`src/hdl/vfa_pkg.sv`:
```
package vfa_pkg;

    localparam int FRAC_BITS_DEF = 16;

    localparam int COMP_W  = 32;
    localparam int OPND_W  = COMP_W + 1;
    localparam int ADD_W   = COMP_W + 2;
    localparam int PROD_W  = 2 * OPND_W;
    localparam int SUM_W   = PROD_W + 2;
    localparam int MERGE_W = SUM_W + 2;
    localparam int LANES   = 4;

    typedef enum logic [2:0] {
        OP_SUM    = 3'd0,
        OP_SUB    = 3'd1,
        OP_SCALE  = 3'd2,
        OP_DOT    = 3'd3,
        OP_CROSS3 = 3'd4,
        OP_CROSS4 = 3'd5,
        OP_LERP   = 3'd6,
        OP_CLERP  = 3'd7
    } t_op;

    typedef logic signed [OPND_W-1:0] t_opnd;
    typedef logic signed [ADD_W-1:0]  t_addend;
    typedef logic signed [SUM_W-1:0]  t_lane_sum;

    typedef struct packed {
        logic dot;
        logic oor;
    } t_ctl;

endpackage

```
`src/hdl/vfa_merge.sv`:
```
module vfa_merge (
    input  logic                        i_clk,
    input  logic                        i_en,
    input  vfa_pkg::t_ctl               i_ctl,
    input  vfa_pkg::t_lane_sum          i_sum [vfa_pkg::LANES],
    output logic [vfa_pkg::COMP_W-1:0]  o_res [vfa_pkg::LANES],
    output logic                        o_oor,
    output logic                        o_ovf
);

    localparam logic signed [vfa_pkg::MERGE_W-1:0] MAX_V =
        vfa_pkg::MERGE_W'(64'sd2147483647);
    localparam logic signed [vfa_pkg::MERGE_W-1:0] MIN_V =
        vfa_pkg::MERGE_W'(-64'sd2147483648);

    logic signed [vfa_pkg::MERGE_W-1:0] w_wide [vfa_pkg::LANES];
    logic [vfa_pkg::COMP_W-1:0]         n_res  [vfa_pkg::LANES];
    logic [vfa_pkg::COMP_W-1:0]         r_res  [vfa_pkg::LANES];
    logic [vfa_pkg::LANES-1:0]          w_sat;
    logic                               n_ovf;
    logic                               r_oor, r_ovf;

    always_comb begin
        if (i_ctl.dot) begin
            w_wide[0] = vfa_pkg::MERGE_W'(i_sum[0]) + vfa_pkg::MERGE_W'(i_sum[1])
                      + vfa_pkg::MERGE_W'(i_sum[2]) + vfa_pkg::MERGE_W'(i_sum[3]);
            for (int i = 1; i < vfa_pkg::LANES; i++) begin
                w_wide[i] = '0;
            end
        end else begin
            for (int i = 0; i < vfa_pkg::LANES; i++) begin
                w_wide[i] = vfa_pkg::MERGE_W'(i_sum[i]);
            end
        end
    end

    always_comb begin
        for (int i = 0; i < vfa_pkg::LANES; i++) begin
            if (w_wide[i] > MAX_V) begin
                n_res[i] = MAX_V[vfa_pkg::COMP_W-1:0];
                w_sat[i] = 1'b1;
            end else if (w_wide[i] < MIN_V) begin
                n_res[i] = MIN_V[vfa_pkg::COMP_W-1:0];
                w_sat[i] = 1'b1;
            end else begin
                n_res[i] = w_wide[i][vfa_pkg::COMP_W-1:0];
                w_sat[i] = 1'b0;
            end
        end
        n_ovf = |w_sat;
    end

    always_ff @(posedge i_clk) begin
        if (i_en) begin
            r_res <= n_res;
            r_oor <= i_ctl.oor;
            r_ovf <= n_ovf;
        end
    end

    assign o_res = r_res;
    assign o_oor = r_oor;
    assign o_ovf = r_ovf;

endmodule

```
`config.mk`:
```
export PLATFORM = sky130hd
export DESIGN_NAME = vfa_merge
export DESIGN_NICKNAME = d
export VERILOG_FILES = /design/src/hdl/vfa_pkg.sv /design/src/hdl/vfa_merge.sv
export SDC_FILE = /design/constraint.sdc
export NUM_CORES = 1
export LEC_CHECK = 0
export BUFFER_PORTS_ARGS = -buffer_cell sky130_fd_sc_hd__buf_2
export CAP_MARGIN = 20
export CORE_MARGIN = 10
export CORE_UTILIZATION = 27
export CTS_CLUSTER_DIAMETER = 50
export CTS_CLUSTER_SIZE = 24
export DETAILED_ROUTE_END_ITERATION = 10
export GPL_ROUTABILITY_DRIVEN = 0
export SYNTH_ARGS = -nofsm -noshare
export SYNTH_HDL_FRONTEND = slang
export SYNTH_SLANG_ARGS = --single-unit
```
`constraint.sdc`:
```
create_clock -name i_clk -period 14.06 [get_ports i_clk]
set_clock_uncertainty 0.15 [all_clocks]
set_input_delay 1.406 -clock i_clk [delete_from_list [all_inputs] [get_ports i_clk]]
set_output_delay 1.406 -clock i_clk [all_outputs]
set_load 0.01 [all_outputs]
```
==> summary.md <==
Worst endpoint required time: 14.07 ns. In this run the power density over the cells is 139.1 mW/mm2. The number of clock buffers added by TritonCTS is 17. For the pin with the worst max-slew slack, the measured transition is 1.082 ns.

The tools report the number of setup violations in the final report as 0. For the number of maximum-capacitance constraint violations, the log shows 0. The most used flip-flop cell after synthesis is edfxtp_1.

After clock tree synthesis, the setup repair step added 0 buffers. Clock tree synthesis selected as its root buffer the cell clkbuf_16. For the synthesis warning total, the log shows 0.

The via density per instance was 5.412; the number of different library cells in the post-synthesis netlist was 86. The synthesized design spends more area on one cell type than any other, namely edfxtp_1. Of all nets on the critical path, the largest fanout is 31. After detailed routing, the met3 layer carries 7317 um of wire. Summed over all layers, the global routing overflow is 0.

After clock tree synthesis, the flow added hold-fix buffers numbering 0. For the number of fill cells in the layout, the log shows 6283. In this run the static leakage power is 9.021 nW. Entering global routing, the biggest net connects 73 pins. STA classifies the critical path endpoint as a flip-flop. After synthesis the netlist holds a flip-flop and latch count of 130. The detailed router placed 16290 vias in this run. Wire length of the first global-routing pass: 103000 um. The flow ran to the end, and the final reports show no timing, DRC or antenna violations. The category of the critical setup timing path is input port to flip-flop. Of all flip-flops after synthesis, the portion carrying an async set or reset was 0%.

Setup repair after global routing left no endpoint under its margin. The H-tree was split into 4 levels. The number of max-slew violations in the final report came out at 0. The clock net in this run drives a total of 130 sinks. Once layout is done, the placed cells without fillers occupy 0.01917 mm2. In this run the top signal layer used is met5. By count the netlist is led by inv_1, nand2_1, fa_1. The logs give 0.01596 mm2 for the synthesized cell area and 2360 for the number of nets produced by synthesis. The first TritonRoute pass finished after 9 iterations.

For this design the top-level I/O count stands at 406. After clock tree synthesis, the clock-pin slew on the worst setup and hold paths is 0.05 ns. Leading cell type by number of instances after synthesis: inv_1.

After layout, the worst path uses 52.19% of the clock period. Starting density of the core: 27.14%. TritonCTS built the clock tree. The worst hold path belongs to the class input port to flip-flop.

For the met2 wirelength from detailed routing, the log shows 31560 um. The total length of routed wires is 68720 um, and the vertical extent of the die is 263.1 um. STA classifies the critical path startpoint as an input port. For the worst setup path, the data arrival time is 7.35 ns. The row count came out at 89.

Relative to the synthesized area, the layout overhead comes to 20.14%. In this run the cell area measured after placement is 0.01861 mm2. Input and output buffers added on the ports amount to 405. The area enclosed by the die boundary was 0.06923 mm2; the part of the Yosys area used for sequential elements was 24.46%. Timing analysis after detailed placement gives a worst setup slack of 6.362 ns. Based on the critical path, the design can be clocked at up to 136.3 MHz. The gate count of the mapped netlist is 1878, and the setup TNS is 0 ns. After the first detailed-routing iteration, the DRC count stood at 1971. Number of global-route vias before repair: 16690.

The tools report the placeable core region as 0.05880 mm2. Dividing the detail-routed wire length by the instance count gives 22.84 um. No sink is reached through more buffers than the 2 on the longest clock path. The die width is 263.1 um, and the worst setup margin is 6.723 ns. Once detail routing completed, the nets flagged for antenna violations numbered 0. The count of flip-flops with a built-in enable after synthesis was 130; the number of endpoints with negative hold slack in the final report was 0. The mean instance size in the synthesized netlist came out at 8.497 um2. Of the cells placed in the final design, the portion with a size suffix greater than 1 is 21.77%. The number of antenna violations at the first check in global routing was 5; the area share of the largest cell type after synthesis was 24.46%. The detailed router put a total of 27700 um of wire on met1. Sorting the synthesized cells by area gives the leading types as edfxtp_1, fa_1, inv_1.

The largest voltage drop on the vdd net is 0.1093 mV. For this run, the total global-route usage over all layers was measured as 19.18%. The number of nets in the layout is 2702, and the final critical path time including I/O delays and setup is 7.337 ns. The post-route DRC violation count is 0, and the post-cts repair resize count is 0. The worst pin sits at a relative slew slack of 27.41%. Summed over all nets, the half-perimeter wirelength after detailed placement is 57570 um.
## area by class of cell
class / count / area [um2] / share of cell area (%)
inverters: 333 / 1250 / 6.520
multi-input cells: 1324 / 10390 / 54.17
clock buffers: 21 / 440.4 / 2.297
clock inverters: 10 / 112.6 / 0.5874
flip-flops and latches: 130 / 3904 / 20.36
diodes: 4 / 10.01 / 0.05221
well taps: 773 / 967.2 / 5.045
repair buffers: 414 / 2103 / 10.97
## worst max-delay path, stage by stage
cell,delay [ns]
buf_2,0.11
inv_1,0.06
fa_1,0.51
fa_1,0.51
inv_1,0.04
ha_1,0.47
nand2_1,0.26
nor3_1,0.67
nand3_1,0.36
a211oi_1,0.58
o31ai_1,0.17
and2_1,0.20
xnor2_1,0.19
a211oi_1,0.29
o211ai_1,0.15
or4_4,0.56
o21bai_4,0.14
buf_4,0.48
a21oi_1,0.15
## worst paths after layout
path / from / endpoint / slack (ns) / cells after the start
hold / removal: i_ctl[0] / o_oor / 0.98 / 1
setup / recovery: i_sum[46] / o_res[99] / 6.72 / 19
## stage by stage
stage                     hold slack, ns  power, W  cells  utilization (%)
after floorplan                    1.355  0.001659   1878                -
after CTS                         0.9320  0.002642   3005            32.59
after global placement             1.438  0.002175   2974            31.65
final                             0.9794  0.002666   3009            32.61
after detailed placement           1.439  0.002188   2974            31.65
after global routing              0.9510  0.002844   3009            32.61
## registers in the layout (all words and copies together) (netlist names)
register / count
o_oor: 1
o_ovf: 1
o_res: 128
## cells by family (layout without fill, tap and decap cells)
family          after synthesis  count (layout)  share of synthesized area (%)
mux                          19              19                          1.231
other cells                   0               4                              0
fa+ha+maj                   206             206                          22.60
buf+inv                     424             778                          10.94
compound gates              519             519                          21.50
flops                       130             130                          24.46
xor+xnor                     50              50                          2.744
simple gates                530             530                          16.53
## report_power, final
part	switching [W]	internal [W]	leakage (nW)
registers	0.0000177	0.000501	1.26
logic	0.00112	0.000588	7.50
clock network	0.000180	0.000258	0.260
total	0.00132	0.00135	9.02
## cells in the final DEF (no fill, tap or decap), types with 28 or more instances in the layout
cell type / synthesis / final
a21o_1: 114 / 114
fa_1: 137 / 137
nor2_1: 98 / 95
a21oi_1: 131 / 131
nand2_1: 167 / 167
nor3_1: 38 / 38
ha_1: 69 / 69
xnor2_1: 30 / 30
o21ai_0: 108 / 108
inv_1: 333 / 333
buf_2: 11 / 403
nand3_1: 28 / 28
edfxtp_1: 130 / 130
nand4_1: 80 / 80
nor4_1: 51 / 51
## layer usage
| layer | up-vias | global-route usage [%] |
|---|---|---|
| met3 | 150 | 5.661 |
| li1 | 7255 | - |
| met2 | 1010 | 30.91 |
| met5 | - | 0 |
| met4 | 2 | 6.850 |
| met1 | 7869 | 23.95 |
No activity file was read; power rests on OpenSTA's default activity.
